`src/rtl/lcae_pkg.sv`:
```
// ----------------------------------------------------------------------------
// lcae_pkg
// Shared types and constants of the linear classifier argmax evaluator.
// ----------------------------------------------------------------------------
package lcae_pkg;

    // request commands
    typedef enum logic [1:0] {
        CMD_WRITE   = 2'd0,
        CMD_FEATURE = 2'd1,
        CMD_CLEAR   = 2'd2
    } t_cmd;

    // fixed field widths
    localparam int CMD_W     = 2;
    localparam int FIDX_W    = 3;
    localparam int CIDX_W    = 2;
    localparam int VALUE_W   = 16;
    localparam int CFG_W     = 3;
    localparam int PROD_W    = 32;
    localparam int SCORE_W   = 40;
    localparam int COUNT_W   = 32;

    // reset value of the class count register
    localparam logic [CFG_W-1:0] CLASSES_RESET = 3'd3;

    // depth of the queue between front and back
    localparam int Q_DEPTH   = 8;
    localparam int Q_PTR_W   = $clog2(Q_DEPTH);
    localparam int Q_LEVEL_W = $clog2(Q_DEPTH + 1);

    // verdict handed from front to back
    typedef struct packed {
        logic              clear;
        logic [CIDX_W-1:0] pred;
        logic              miss;
    } t_verdict;

endpackage

```
`src/rtl/lcae_ram.sv`:
```
// ----------------------------------------------------------------------------
// lcae_ram
// Generic single write port RAM with one registered read port.
// ----------------------------------------------------------------------------
module lcae_ram #(
    parameter int WIDTH = 16,
    parameter int DEPTH = 8
) (
    input  logic                                 i_clk,
    input  logic                                 i_we,
    input  logic [(DEPTH > 1 ? $clog2(DEPTH) : 1)-1:0] i_waddr,
    input  logic [WIDTH-1:0]                     i_wdata,
    input  logic [(DEPTH > 1 ? $clog2(DEPTH) : 1)-1:0] i_raddr,
    output logic [WIDTH-1:0]                     o_rdata
);

    logic [WIDTH-1:0] r_mem [DEPTH];
    logic [WIDTH-1:0] r_rdata;

    // write port and registered read
    always_ff @(posedge i_clk) begin
        if (i_we) begin
            r_mem[i_waddr] <= i_wdata;
        end
        r_rdata <= r_mem[i_raddr];
    end

    assign o_rdata = r_rdata;

endmodule

```
`src/rtl/lcae_front.sv`:
```
// ----------------------------------------------------------------------------
// lcae_front
// Accepts requests, stores weights, multiplies features into the class
// scores and picks the best class at the end of each sample.
// ----------------------------------------------------------------------------
module lcae_front
    import lcae_pkg::*;
#(
    parameter int MAX_FEATURES = 8,
    parameter int MAX_CLASSES  = 4
) (
    input  logic                      i_clk,
    input  logic                      i_rst_n,
    input  logic                      push,
    output logic                      full,
    input  logic [CMD_W-1:0]          i_command,
    input  logic [FIDX_W-1:0]         i_feature_index,
    input  logic [CIDX_W-1:0]         i_class_index,
    input  logic signed [VALUE_W-1:0] i_weight_value,
    input  logic signed [VALUE_W-1:0] i_feature_value,
    input  logic                      i_last_feature,
    input  logic [CIDX_W-1:0]         i_true_class,
    input  logic                      i_cfg_we,
    input  logic [CFG_W-1:0]          i_cfg_wdata,
    input  logic [Q_LEVEL_W-1:0]      i_q_level,
    output logic                      o_q_push,
    output t_verdict                  o_q_data
);

    localparam int AW = (MAX_FEATURES > 1) ? $clog2(MAX_FEATURES) : 1;
    localparam int CW = (MAX_CLASSES > 1) ? $clog2(MAX_CLASSES) : 1;
    localparam int P  = 1 << CW;

    localparam logic signed [SCORE_W-1:0] SCORE_MAX = {1'b0, {(SCORE_W-1){1'b1}}};
    localparam logic signed [SCORE_W-1:0] SCORE_MIN = {1'b1, {(SCORE_W-1){1'b0}}};

    logic                        w_accept;
    logic                        w_is_write;
    logic                        w_is_feature;
    logic                        w_is_clear;
    logic [AW-1:0]               w_addr;
    logic                        w_fidx_ok;
    logic                        w_cidx_ok;
    logic signed [VALUE_W-1:0]   w_rd [MAX_CLASSES];

    logic [CFG_W-1:0]            r_classes;

    // stage 1: after the weight read
    logic                        r_s1_valid;
    logic                        r_s1_end;
    logic                        r_s1_clear;
    logic                        r_s1_use;
    logic                        r_s1_last;
    logic [CIDX_W-1:0]           r_s1_tc;
    logic signed [VALUE_W-1:0]   r_s1_fv;

    // stage 2: products
    logic                        r_s2_valid;
    logic                        r_s2_end;
    logic                        r_s2_clear;
    logic                        r_s2_last;
    logic [CIDX_W-1:0]           r_s2_tc;
    logic signed [PROD_W-1:0]    r_prod [MAX_CLASSES];

    // stage 3: accumulators and end-of-sample snapshot
    logic                        r_s3_valid;
    logic                        r_s3_clear;
    logic [CIDX_W-1:0]           r_s3_tc;
    logic signed [SCORE_W-1:0]   r_acc  [MAX_CLASSES];
    logic signed [SCORE_W-1:0]   r_snap [MAX_CLASSES];
    logic signed [SCORE_W-1:0]   w_sat  [MAX_CLASSES];

    // argmax tree
    logic signed [SCORE_W-1:0]   lf_v  [P];
    logic [CW-1:0]               lf_i  [P];
    logic                        lf_ok [P];
    logic signed [SCORE_W-1:0]   nd_v  [1:2*P-1];
    logic [CW-1:0]               nd_i  [1:2*P-1];
    logic                        nd_ok [1:2*P-1];
    logic [CW-1:0]               w_best;

    logic [1:0]                  w_inflight;
    logic [Q_LEVEL_W:0]          w_credit_used;

    // request decode
    assign w_accept     = push && !full;
    assign w_is_write   = (i_command == CMD_WRITE);
    assign w_is_feature = (i_command == CMD_FEATURE);
    assign w_is_clear   = (i_command == CMD_CLEAR);
    assign w_addr       = AW'(i_feature_index);
    assign w_fidx_ok    = (int'(i_feature_index) < MAX_FEATURES);
    assign w_cidx_ok    = (int'(i_class_index) < MAX_CLASSES);

    // one weight column per class, all read at the feature position
    for (genvar c = 0; c < MAX_CLASSES; c++) begin : g_col
        logic w_we;
        assign w_we = w_accept && w_is_write && w_fidx_ok && w_cidx_ok
                      && (int'(i_class_index) == c);
        lcae_ram #(
            .WIDTH (VALUE_W),
            .DEPTH (MAX_FEATURES)
        ) u_ram (
            .i_clk   (i_clk),
            .i_we    (w_we),
            .i_waddr (w_addr),
            .i_wdata (i_weight_value),
            .i_raddr (w_addr),
            .o_rdata (w_rd[c])
        );
    end

    // class count register
    always_ff @(posedge i_clk) begin
        if (!i_rst_n) begin
            r_classes <= CLASSES_RESET;
        end else if (i_cfg_we) begin
            r_classes <= i_cfg_wdata;
        end
    end

    // stage 1, stage 2 and stage 3 control
    always_ff @(posedge i_clk) begin
        if (!i_rst_n) begin
            r_s1_valid <= 1'b0;
            r_s1_end   <= 1'b0;
            r_s2_valid <= 1'b0;
            r_s2_end   <= 1'b0;
            r_s3_valid <= 1'b0;
        end else begin
            r_s1_valid <= w_accept && (w_is_feature || w_is_clear);
            r_s1_end   <= w_accept && (w_is_clear || (w_is_feature && i_last_feature));
            r_s2_valid <= r_s1_valid;
            r_s2_end   <= r_s1_end;
            r_s3_valid <= r_s2_end;
        end
    end

    // pipeline payload
    always_ff @(posedge i_clk) begin
        r_s1_clear <= w_is_clear;
        r_s1_use   <= w_is_feature && w_fidx_ok;
        r_s1_last  <= i_last_feature;
        r_s1_tc    <= i_true_class;
        r_s1_fv    <= i_feature_value;
        r_s2_clear <= r_s1_clear;
        r_s2_last  <= r_s1_last;
        r_s2_tc    <= r_s1_tc;
        r_s3_clear <= r_s2_clear;
        r_s3_tc    <= r_s2_tc;
    end

    // one multiplier per class
    for (genvar c = 0; c < MAX_CLASSES; c++) begin : g_mul
        always_ff @(posedge i_clk) begin
            if (r_s1_use) begin
                r_prod[c] <= r_s1_fv * w_rd[c];
            end else begin
                r_prod[c] <= '0;
            end
        end
    end

    // saturating accumulate, snapshot and restart on the last feature
    for (genvar c = 0; c < MAX_CLASSES; c++) begin : g_acc
        logic signed [SCORE_W:0] w_sum;
        assign w_sum = (SCORE_W+1)'(r_acc[c]) + (SCORE_W+1)'(r_prod[c]);
        always_comb begin
            if (w_sum[SCORE_W] != w_sum[SCORE_W-1]) begin
                w_sat[c] = w_sum[SCORE_W] ? SCORE_MIN : SCORE_MAX;
            end else begin
                w_sat[c] = w_sum[SCORE_W-1:0];
            end
        end
        always_ff @(posedge i_clk) begin
            if (!i_rst_n) begin
                r_acc[c] <= '0;
            end else if (r_s2_valid && !r_s2_clear) begin
                r_acc[c] <= r_s2_last ? '0 : w_sat[c];
            end
        end
        always_ff @(posedge i_clk) begin
            if (r_s2_valid && !r_s2_clear && r_s2_last) begin
                r_snap[c] <= w_sat[c];
            end
        end
    end

    // tree leaves: class 0 always competes, others only while in use
    for (genvar i = 0; i < P; i++) begin : g_leaf
        if (i < MAX_CLASSES) begin : g_real
            assign lf_v[i]  = r_snap[i];
            assign lf_ok[i] = (i == 0) || (i < int'(r_classes));
        end else begin : g_pad
            assign lf_v[i]  = '0;
            assign lf_ok[i] = 1'b0;
        end
        assign lf_i[i] = CW'(i);
    end

    // argmax tree, the right side wins only when strictly greater
    always_comb begin
        for (int k = 0; k < P; k++) begin
            nd_v[P+k]  = lf_v[k];
            nd_i[P+k]  = lf_i[k];
            nd_ok[P+k] = lf_ok[k];
        end
        for (int k = P - 1; k >= 1; k--) begin
            if (nd_ok[2*k+1] && (!nd_ok[2*k] || (nd_v[2*k+1] > nd_v[2*k]))) begin
                nd_v[k]  = nd_v[2*k+1];
                nd_i[k]  = nd_i[2*k+1];
                nd_ok[k] = 1'b1;
            end else begin
                nd_v[k]  = nd_v[2*k];
                nd_i[k]  = nd_i[2*k];
                nd_ok[k] = nd_ok[2*k];
            end
        end
    end

    assign w_best = nd_i[1];

    // verdict into the queue
    assign o_q_push       = r_s3_valid;
    assign o_q_data.clear = r_s3_clear;
    assign o_q_data.pred  = CIDX_W'(w_best);
    assign o_q_data.miss  = (32'(w_best) != 32'(r_s3_tc));

    // queue credit: queued verdicts plus those still in the pipeline
    assign w_inflight    = 2'(r_s1_end) + 2'(r_s2_end) + 2'(r_s3_valid);
    assign w_credit_used = (Q_LEVEL_W+1)'(i_q_level) + (Q_LEVEL_W+1)'(w_inflight);
    assign full          = (w_credit_used >= (Q_LEVEL_W+1)'(Q_DEPTH));

    // the queue can never be promised more than it holds
    a_credit: assert property (@(posedge i_clk) disable iff (!i_rst_n)
        w_credit_used <= (Q_LEVEL_W+1)'(Q_DEPTH))
        else $error("front: queue credit exceeded");

    // the chosen class is always one in use
    a_best_in_use: assert property (@(posedge i_clk) disable iff (!i_rst_n)
        (r_s3_valid && !r_s3_clear) |-> (w_best == '0 || 32'(w_best) < 32'(r_classes)))
        else $error("front: chosen class not in use");

endmodule

```
`src/rtl/lcae_queue.sv`:
```
// ----------------------------------------------------------------------------
// lcae_queue
// Short verdict queue between the scoring front and the counting back.
// ----------------------------------------------------------------------------
module lcae_queue
    import lcae_pkg::*;
(
    input  logic                 i_clk,
    input  logic                 i_rst_n,
    input  logic                 i_push,
    input  t_verdict             i_data,
    output logic                 o_valid,
    output t_verdict             o_data,
    input  logic                 i_pop,
    output logic [Q_LEVEL_W-1:0] o_level
);

    t_verdict               r_mem [Q_DEPTH];
    logic [Q_PTR_W-1:0]     r_wp;
    logic [Q_PTR_W-1:0]     r_rp;
    logic [Q_LEVEL_W-1:0]   r_count;
    logic                   w_pop;

    assign w_pop = i_pop && (r_count != '0);

    // pointers and fill level
    always_ff @(posedge i_clk) begin
        if (!i_rst_n) begin
            r_wp    <= '0;
            r_rp    <= '0;
            r_count <= '0;
        end else begin
            if (i_push) begin
                r_wp <= r_wp + 1'b1;
            end
            if (w_pop) begin
                r_rp <= r_rp + 1'b1;
            end
            if (i_push && !w_pop) begin
                r_count <= r_count + 1'b1;
            end else if (!i_push && w_pop) begin
                r_count <= r_count - 1'b1;
            end
        end
    end

    // storage
    always_ff @(posedge i_clk) begin
        if (i_push) begin
            r_mem[r_wp] <= i_data;
        end
    end

    assign o_valid = (r_count != '0);
    assign o_data  = r_mem[r_rp];
    assign o_level = r_count;

    // a push never lands in a full queue
    a_no_overflow: assert property (@(posedge i_clk) disable iff (!i_rst_n)
        i_push |-> (r_count < Q_LEVEL_W'(Q_DEPTH)))
        else $error("queue: push into full queue");

endmodule

```
`src/rtl/lcae_back.sv`:
```
// ----------------------------------------------------------------------------
// lcae_back
// Applies verdicts to the saturating counters and holds the result register.
// ----------------------------------------------------------------------------
module lcae_back
    import lcae_pkg::*;
(
    input  logic                i_clk,
    input  logic                i_rst_n,
    input  logic                i_q_valid,
    input  t_verdict            i_q_data,
    output logic                o_q_pop,
    output logic                empty,
    input  logic                pop,
    output logic [CIDX_W-1:0]   o_predicted_class,
    output logic                o_mismatch,
    output logic [COUNT_W-1:0]  o_error_count,
    output logic [COUNT_W-1:0]  o_sample_count
);

    localparam logic [COUNT_W-1:0] COUNT_MAX = '1;

    logic [COUNT_W-1:0] r_err;
    logic [COUNT_W-1:0] r_smp;
    logic [COUNT_W-1:0] n_err;
    logic [COUNT_W-1:0] n_smp;
    logic               r_out_valid;
    logic [CIDX_W-1:0]  r_pred;
    logic               r_miss;
    logic [COUNT_W-1:0] r_err_out;
    logic [COUNT_W-1:0] r_smp_out;
    logic               w_taken;
    logic               w_go;

    // a clear needs no result slot, a sample needs a free one
    assign w_taken = pop && r_out_valid;
    assign w_go    = i_q_valid && (i_q_data.clear || !r_out_valid || w_taken);
    assign o_q_pop = w_go;

    // saturating counter updates
    always_comb begin
        n_err = r_err;
        n_smp = r_smp;
        if (i_q_data.clear) begin
            n_err = '0;
            n_smp = '0;
        end else begin
            if (i_q_data.miss && (r_err != COUNT_MAX)) begin
                n_err = r_err + 1'b1;
            end
            if (r_smp != COUNT_MAX) begin
                n_smp = r_smp + 1'b1;
            end
        end
    end

    // counters and result valid
    always_ff @(posedge i_clk) begin
        if (!i_rst_n) begin
            r_err       <= '0;
            r_smp       <= '0;
            r_out_valid <= 1'b0;
        end else begin
            if (w_go) begin
                r_err <= n_err;
                r_smp <= n_smp;
            end
            if (w_go && !i_q_data.clear) begin
                r_out_valid <= 1'b1;
            end else if (w_taken) begin
                r_out_valid <= 1'b0;
            end
        end
    end

    // result payload
    always_ff @(posedge i_clk) begin
        if (w_go && !i_q_data.clear) begin
            r_pred    <= i_q_data.pred;
            r_miss    <= i_q_data.miss;
            r_err_out <= n_err;
            r_smp_out <= n_smp;
        end
    end

    assign empty             = !r_out_valid;
    assign o_predicted_class = r_pred;
    assign o_mismatch        = r_miss;
    assign o_error_count     = r_err_out;
    assign o_sample_count    = r_smp_out;

    // errors only ever count alongside samples
    a_err_le_smp: assert property (@(posedge i_clk) disable iff (!i_rst_n)
        r_err <= r_smp)
        else $error("back: error count above sample count");

endmodule

```
`src/rtl/linear_classifier_argmax_eval.sv`:
```
// ----------------------------------------------------------------------------
// linear_classifier_argmax_eval
// Linear classifier scoring with argmax and saturating accuracy counters.
// ----------------------------------------------------------------------------
// Requests enter through push/full: command 0 writes one weight, command 1
// streams one feature of the current sample, command 2 clears both counters,
// command 3 is dropped. A feature request with last_feature set finishes the
// sample and gives one result; nothing else gives a result.
// Results leave through empty/pop: the oldest result sits on the o_ ports
// while empty is low and is taken when pop is high.
// One request is taken every cycle while full is low. An accepted request's
// result passes weight read, multiply, accumulate, argmax into the verdict
// queue, then the counter update into the result register.
// full rises once the eight-entry verdict queue and the three pipeline
// stages hold eight verdicts between them; a stalled receiver therefore
// holds off new requests once nine results wait, one in the result register.
// The class count register is written through i_cfg_we/i_cfg_wdata.
// Reset zeroes the scores and counters and sets the class count to three;
// weights are undefined until written and need no clearing pass.
// ----------------------------------------------------------------------------
module linear_classifier_argmax_eval
    import lcae_pkg::*;
#(
    parameter int MAX_FEATURES = 8,
    parameter int MAX_CLASSES  = 4
) (
    input  logic                      i_clk,
    input  logic                      i_rst_n,
    input  logic                      push,
    output logic                      full,
    input  logic [CMD_W-1:0]          i_command,
    input  logic [FIDX_W-1:0]         i_feature_index,
    input  logic [CIDX_W-1:0]         i_class_index,
    input  logic signed [VALUE_W-1:0] i_weight_value,
    input  logic signed [VALUE_W-1:0] i_feature_value,
    input  logic                      i_last_feature,
    input  logic [CIDX_W-1:0]         i_true_class,
    input  logic                      i_cfg_we,
    input  logic [CFG_W-1:0]          i_cfg_wdata,
    output logic                      empty,
    input  logic                      pop,
    output logic [CIDX_W-1:0]         o_predicted_class,
    output logic                      o_mismatch,
    output logic [COUNT_W-1:0]        o_error_count,
    output logic [COUNT_W-1:0]        o_sample_count
);

    logic                 w_push_q;
    t_verdict             w_push_data;
    logic                 w_q_valid;
    t_verdict             w_q_data;
    logic                 w_q_pop;
    logic [Q_LEVEL_W-1:0] w_q_level;

    // scoring front
    lcae_front #(
        .MAX_FEATURES (MAX_FEATURES),
        .MAX_CLASSES  (MAX_CLASSES)
    ) u_front (
        .i_clk           (i_clk),
        .i_rst_n         (i_rst_n),
        .push            (push),
        .full            (full),
        .i_command       (i_command),
        .i_feature_index (i_feature_index),
        .i_class_index   (i_class_index),
        .i_weight_value  (i_weight_value),
        .i_feature_value (i_feature_value),
        .i_last_feature  (i_last_feature),
        .i_true_class    (i_true_class),
        .i_cfg_we        (i_cfg_we),
        .i_cfg_wdata     (i_cfg_wdata),
        .i_q_level       (w_q_level),
        .o_q_push        (w_push_q),
        .o_q_data        (w_push_data)
    );

    // verdict queue
    lcae_queue u_queue (
        .i_clk   (i_clk),
        .i_rst_n (i_rst_n),
        .i_push  (w_push_q),
        .i_data  (w_push_data),
        .o_valid (w_q_valid),
        .o_data  (w_q_data),
        .i_pop   (w_q_pop),
        .o_level (w_q_level)
    );

    // counting back
    lcae_back u_back (
        .i_clk             (i_clk),
        .i_rst_n           (i_rst_n),
        .i_q_valid         (w_q_valid),
        .i_q_data          (w_q_data),
        .o_q_pop           (w_q_pop),
        .empty             (empty),
        .pop               (pop),
        .o_predicted_class (o_predicted_class),
        .o_mismatch        (o_mismatch),
        .o_error_count     (o_error_count),
        .o_sample_count    (o_sample_count)
    );

endmodule
```
`config.mk`:
```
export PLATFORM = sky130hd
export DESIGN_NAME = linear_classifier_argmax_eval
export DESIGN_NICKNAME = d
export VERILOG_FILES = /design/src/rtl/lcae_pkg.sv /design/src/rtl/lcae_ram.sv /design/src/rtl/lcae_front.sv /design/src/rtl/lcae_queue.sv /design/src/rtl/lcae_back.sv /design/src/rtl/linear_classifier_argmax_eval.sv
export SDC_FILE = /design/constraint.sdc
export NUM_CORES = 2
export LEC_CHECK = 0
export ABC_AREA = 1
export CAP_MARGIN = 5
export CORE_UTILIZATION = 24
export CTS_CLUSTER_SIZE = 25
export DETAILED_ROUTE_END_ITERATION = 8
export DONT_BUFFER_PORTS = 1
export PLACE_DENSITY = 0.36
export SETUP_SLACK_MARGIN = 0.1
export SLEW_MARGIN = 20
export SYNTH_ARGS = -nofsm -noshare
export SYNTH_HDL_FRONTEND = slang
export SYNTH_SLANG_ARGS = --single-unit
```
`constraint.sdc`:
```
create_clock -name i_clk -period 9.09 [get_ports i_clk]
set_clock_uncertainty 0.15 [all_clocks]
set_input_delay 1.818 -clock i_clk [delete_from_list [all_inputs] [get_ports i_clk]]
set_output_delay 1.818 -clock i_clk [all_outputs]
set_load 0.02 [all_outputs]
```
==> After elaboration in Yosys (flattened, before gate mapping) <==
Memories as Yosys holds them, arrays and structs flattened. A register that Yosys moved wholly into a read port is not among the register bits.
Index checks and enable logic that the tools add are counted.
W data, S select, Z words.
{ "totals": {"ff_bits": 178, "mem_bits_rw": 992, "input_bits": 50, "output_inout_bits": 69, "word_cells": 171, "mem_count": 8} }
{ "mem_list": {"columns": ["name", "words", "width", "read_ports", "rd_clocked_by_memory_dff", "wr", "line_no", "source"], "rows": [
  ["u_front.r_acc", 4, 40, 4, 0, 4, "lcae_front.sv:69", "logic signed [SCORE_W-1:0] r_acc [MAX_CLASSES];"],
  ["u_front.r_snap", 4, 40, 4, 0, 4, "lcae_front.sv:70", "logic signed [SCORE_W-1:0] r_snap [MAX_CLASSES];"],
  ["u_front.g_col[0].u_ram.r_mem", 8, 16, 1, 1, 1, "lcae_ram.sv:17", "logic [WIDTH-1:0] r_mem [DEPTH];"],
  ["u_front.g_col[1].u_ram.r_mem", 8, 16, 1, 1, 1, "lcae_ram.sv:17", null],
  ["u_front.g_col[2].u_ram.r_mem", 8, 16, 1, 1, 1, "lcae_ram.sv:17", null],
  ["u_front.g_col[3].u_ram.r_mem", 8, 16, 1, 1, 1, "lcae_ram.sv:17", null],
  ["+2 memories", null, null, null, null, null, null, null]
]} }
{ "op_classes": {"add_sub_neg": 13, "n_mul": 4, "magnitude_cmp": 7, "n_eq_ne": 12, "muxes": 55, "bitwise": 8, "n_reduce_logical": 38} }
{ "op_table": {"columns": ["cell", "n"], "rows": [
  ["$mux W40", 18],
  ["$mux W32", 8],
  ["$add A40 B32 Y41", 4],
  ["$mul A16 B16 Y32", 4],
  ["$gt A40 B40 Y1", 3],
  ["$add A32 B1 Y32 const B", 2],
  ["$ne A32 B32 Y1 const B", 2],
  ["$mux W1", 24],
  ["$logic_and A1 B1 Y1", 21],
  ["$mux W4", 2],
  ["$or A1 B1 Y1", 8],
  ["$logic_not A1 Y1", 7],
  ["$add A3 B1 Y3 const B", 2],
  ["$eq A2 B2 Y1 const B", 3],
  ["$lt A2 B3 Y1 const A", 2],
  ["$mux W3", 2],
  ["$add A4 B2 Y5", 1],
  ["$ge A5 B4 Y1 const B", 1],
  ["$logic_or A1 B1 Y1", 5],
  ["$add A4 B1 Y4 const B", 1],
  ["$eq A2 B1 Y1 const B", 2],
  ["$logic_not A2 Y1", 2],
  ["$ne A1 B1 Y1", 4],
  ["$reduce_bool A2 Y1", 2],
  ["other kinds (7)", 7]
]} }

==> Depth between registers and ports, before layout <==
{ "logic_depth": {"ltp_word": 10, "ltp_mapped": 34, "mapped_depth_nobuf": 33} }

==> Modules after synthesis <==
A second synthesis with hierarchy kept.
{ "unflattened": {"cells_unflattened": 12606, "hier_area_um2": 104607.8} }
{ "modules_own_cells": {"columns": ["module", "instances", "cells_each", "area_per_inst_um2", "seq_area_each_um2"], "rows": [
  ["lcae_front", 1, 9152, 71770.1, 12892.4],
  ["lcae_ram", 4, 587, 5989.5, 4164.0],
  ["lcae_back", 1, 912, 6895.4, 3313.2],
  ["lcae_queue", 1, 194, 1984.4, 1221.2]
]} }

==> Least setup slack after synthesis <==
No wires, ideal clock.
{ "synth_timing": {"kind": "register -> register", "from": "register u_front.r_s2_valid", "to": "memory u_front.r_snap[0][0], enable pin", "setup_ns": 0.684, "arrival_time_ns": 7.162, "required_ns": 8.256, "path_slack_ns": 1.095, "stages_incl_launch_ff": 5, "path_buffers": 0, "period_less_slack_ns": 7.995, "path_cell_list": "dfxtp_1 > inv_1 > nor2_1 > inv_1 > nor2_1"} }
{ "synth_lines": {"columns": ["element", "line_no", "source"], "rows": [
  ["start, declared", "lcae_front.sv:58", "logic r_s2_valid;"],
  ["start signal, assigned", "lcae_front.sv:132", "r_s2_valid <= r_s1_valid;"],
  ["end, declared", "lcae_front.sv:70", null]
]} }

==> impl_metrics.ini <==
[setup_path]
r2r-start = u_front.r_s1_fv[11]$_DFF_P_
path_max_fanout = 25
critPathKind = reg2reg
r2r_setup_slack_ns = 1.72
worstSetupStartpoint = u_front.r_s1_fv[11]$_DFF_P_
startpoint_type = register
required_ns = 9.65
crit_chain = buf_4 > nand2_1 > fa_1 > inv_1 > fa_1 > inv_1 > fa_1 > inv_1 > fa_1 > inv_1 > fa_1 > inv_1 > fa_1 > ha_1 > nand2_1 > inv_1 > nand3_1 > nor2b_1 > nand4_1 > nand3_1 > a21oi_1 > or2_2 > a21oi_1
cp_slowest_stage_delay_ns = 0.92
arrival_ns = 7.92
end_kind = register
r2r_end = u_front.r_prod[2][24]$_SDFF_PN0_
cp_slowest_cell = dfxtp_2
worst_r2r_path_depth = 23

[detailed_routing]
dr.pass1.iters = 8
drt_iter0_drc = 4642
avgRoutedWirePerCell_um = 20.28
wl_um = 339900
vias = 74460
ant_nets = 0
viasPerCell = 4.442
drc = 0

[clock_tree]
worstSkewPairLatency_ns = 0.89
clk_path_buf_depth = 4
post_cts_resized = 0
cts.clk_slew.worst_paths_ns = 0.06
clockRootBuffer = clkbuf_16
cts_setup_buffers = 0
htreeDepth = 4
numCtsBuffers = 165
clock_sinks = 1237
cts_hold_buf = 0
cts_tree = done

[place]
io_buffers = 0
post-place-ws_ns = 1.654
gp_congestion = 0.8738
dp.cells = 16450
dpl.hpwl_um = 259800

[floorplan]
ios = 119
start_util_pct = 24.15
rows = 236
die_h_um = 647.2
die_area_um2 = 418900
die_w_um = 647.2
core_um2 = 413700

[finish]
area.growth.synth_to_final_pct = 11.56
layout.nets = 12870
fill_cells = 44310
stdcell_count = 16760
multiInputGateArea_um2 = 55700
layout_common_cells = 2691 x nand2_1, 2223 x inv_1, 1055 x fa_1, 931 x edfxtp_1, 715 x a21oi_1
layout-drive-gt1-share_pct = 4.591
layout_commonest_cell = nand2_1
ff_latch_area_um2 = 34110

[synthesis]
avgSynthCellArea_um2 = 8.853
synthFlopType = edfxtp_1
yosysSeqAreaShare_pct = 34.11
yosysWarnings = 0
netlist_area_um2 = 99910
synth_edf_count = 931
yosys.cell_types.count = 66
ys_ff_latch = 1237
synth-async-reset-ratio_pct = 0
synthCells = 11290
syn-num-nets = 13010

[timing]
finalCritPeriodShare_pct = 81.04
hold_viol = 0
fin_ws_ns = 1.723
worst_pin_slew_ns = 1.093
rsz0062_at_grt = no
drv_slew = 0
finalCriticalPeriod_ns = 7.367
setup_viol = 0
relSlewSlack_pct = 27.14
setup_tns_ns = 0
fmaxAchievable_mhz = 135.7

[grt]
grt_max_degree = 129
grt_pass1_wl_um = 510200
antenna_found_initial = 17
gr-total-overflow = 0
grt_pass1_vias = 78010
grt_usage_pct = 16.07

[run_status]
status = completed

[run]
drv_cap = 0

[hold_path]
min_from = u_front.r_s2_tc[0]$_DFF_P_
worstHoldEndpoint = u_front.r_s3_tc[0]$_DFF_P_
hp-class = reg2reg
holdPathStages = 0
[synth_stat cells, drive strengths merged, types with 23 or more instances]
| library cell | instances | area, um^2 |
|---|---|---|
| nand2 | 2724 | 10340 |
| inv | 2235 | 8389 |
| fa | 1055 | 21120 |
| edfxtp | 931 | 27960 |
| a21oi | 740 | 3797 |
| nor2 | 665 | 2531 |
| ha | 620 | 7757 |
| o21ai | 471 | 2369 |
| clkbuf | 335 | 1259 |
| dfxtp | 306 | 6126 |
| nand3 | 256 | 1291 |
| nand4 | 154 | 975.9 |
| xor2 | 110 | 963.4 |
| buf | 93 | 564.3 |
| xnor2 | 83 | 727.0 |
| nor3 | 77 | 421.7 |
| a22oi | 69 | 518.0 |
| a221oi | 62 | 543.0 |
| o21bai | 43 | 322.8 |
| o21a | 42 | 315.3 |
| a22o | 39 | 341.6 |
| a21o | 38 | 285.3 |
| nor4 | 24 | 165.2 |
| or2 | 23 | 143.9 |
[kinds of logic after synthesis]
| logic type | after synthesis | share of synthesized area, % |
|---|---|---|
| buffers and inverters | 2665 | 10.23 |
| XOR/XNOR | 193 | 1.692 |
| adder cells (fa/ha/maj) | 1675 | 28.90 |
| flip-flops | 1237 | 34.11 |
| AND/OR/NAND/NOR | 3941 | 16.01 |
| AO/OA/AOI/OAI | 1575 | 9.054 |
[critical path, delay by kind of cell (launching register included)]
family          cells  cell delay [ns]
compound gates      2             0.33
fa+ha+maj           7             3.37
buf+inv             7             0.90
flops               1             0.92
simple gates        7             1.55
[state kept, by name, indices dropped and copies added (netlist names), 2 cells and up, named ones only]
name and flops:
u_back.r_err 32, u_queue.r_mem 32, u_front.r_s2_tc 2, u_front.g_col.u_ram.r_mem 512, u_front.g_col.u_ram.o_rdata 64, u_front.r_s1_fv 16, u_front.r_prod 128, u_back.o_predicted_class 2
u_front.r_classes 3, u_front.r_s3_tc 2, u_back.o_sample_count 32, u_front.r_s1_tc 2, u_back.r_smp 32, u_front.r_snap 160, u_queue.r_wp 3, u_back.o_error_count 32
u_queue.r_rp 3, u_front.r_acc 160, u_queue.o_level 4
[stage by stage]
stage          hold slack (ns)  util [%]  instance area (um^2)
2_1_floorplan           0.1596         -                 99910
3_3_place_gp            0.1730     25.64                106100
3_5_place_dp            0.1664     25.64                106100
4_1_cts                 0.1249     26.94                111400
5_1_grt                 0.1388     26.94                111400
6_report                0.1290     26.94                111500
[cell type report]
| cell class | count | area share (%) |
|---|---|---|
| diodes | 7 | 0.01572 |
| well taps | 5474 | 6.145 |
| inverters | 2237 | 7.533 |
| clock inverters | 69 | 0.6443 |
| multi-input cells | 7384 | 49.98 |
| clock buffers | 235 | 4.187 |
| repair buffers | 120 | 0.8980 |
| flip-flops and latches | 1237 | 30.60 |
[how the worst max path moves through the flow]
stage          slack (ns)                               end  cells after the start
6_report             1.72  u_front.r_prod[2][24]$_SDFF_PN0_                     23
2_1_floorplan        1.09    u_front.r_snap[0][0]$_DFFE_PP_                      4
3_5_place_dp         1.65  u_front.r_prod[2][24]$_SDFF_PN0_                     23
5_1_grt              1.34  u_front.r_prod[3][31]$_SDFF_PN0_                     22
4_1_cts              1.63  u_front.r_prod[2][24]$_SDFF_PN0_                     23
3_3_place_gp         1.66  u_front.r_prod[2][24]$_SDFF_PN0_                     23
[layer usage]
layer  part of all wire (%)  global-route usage, %
met2                     46                  26.39
met5                      0                      0
met3                    3.9                  1.925
met4                    1.8                  2.895
met1                     48                  22.78
Power is not shown: default switching activity piles up to over one toggle a cycle in this logic, so the estimate is an artifact.
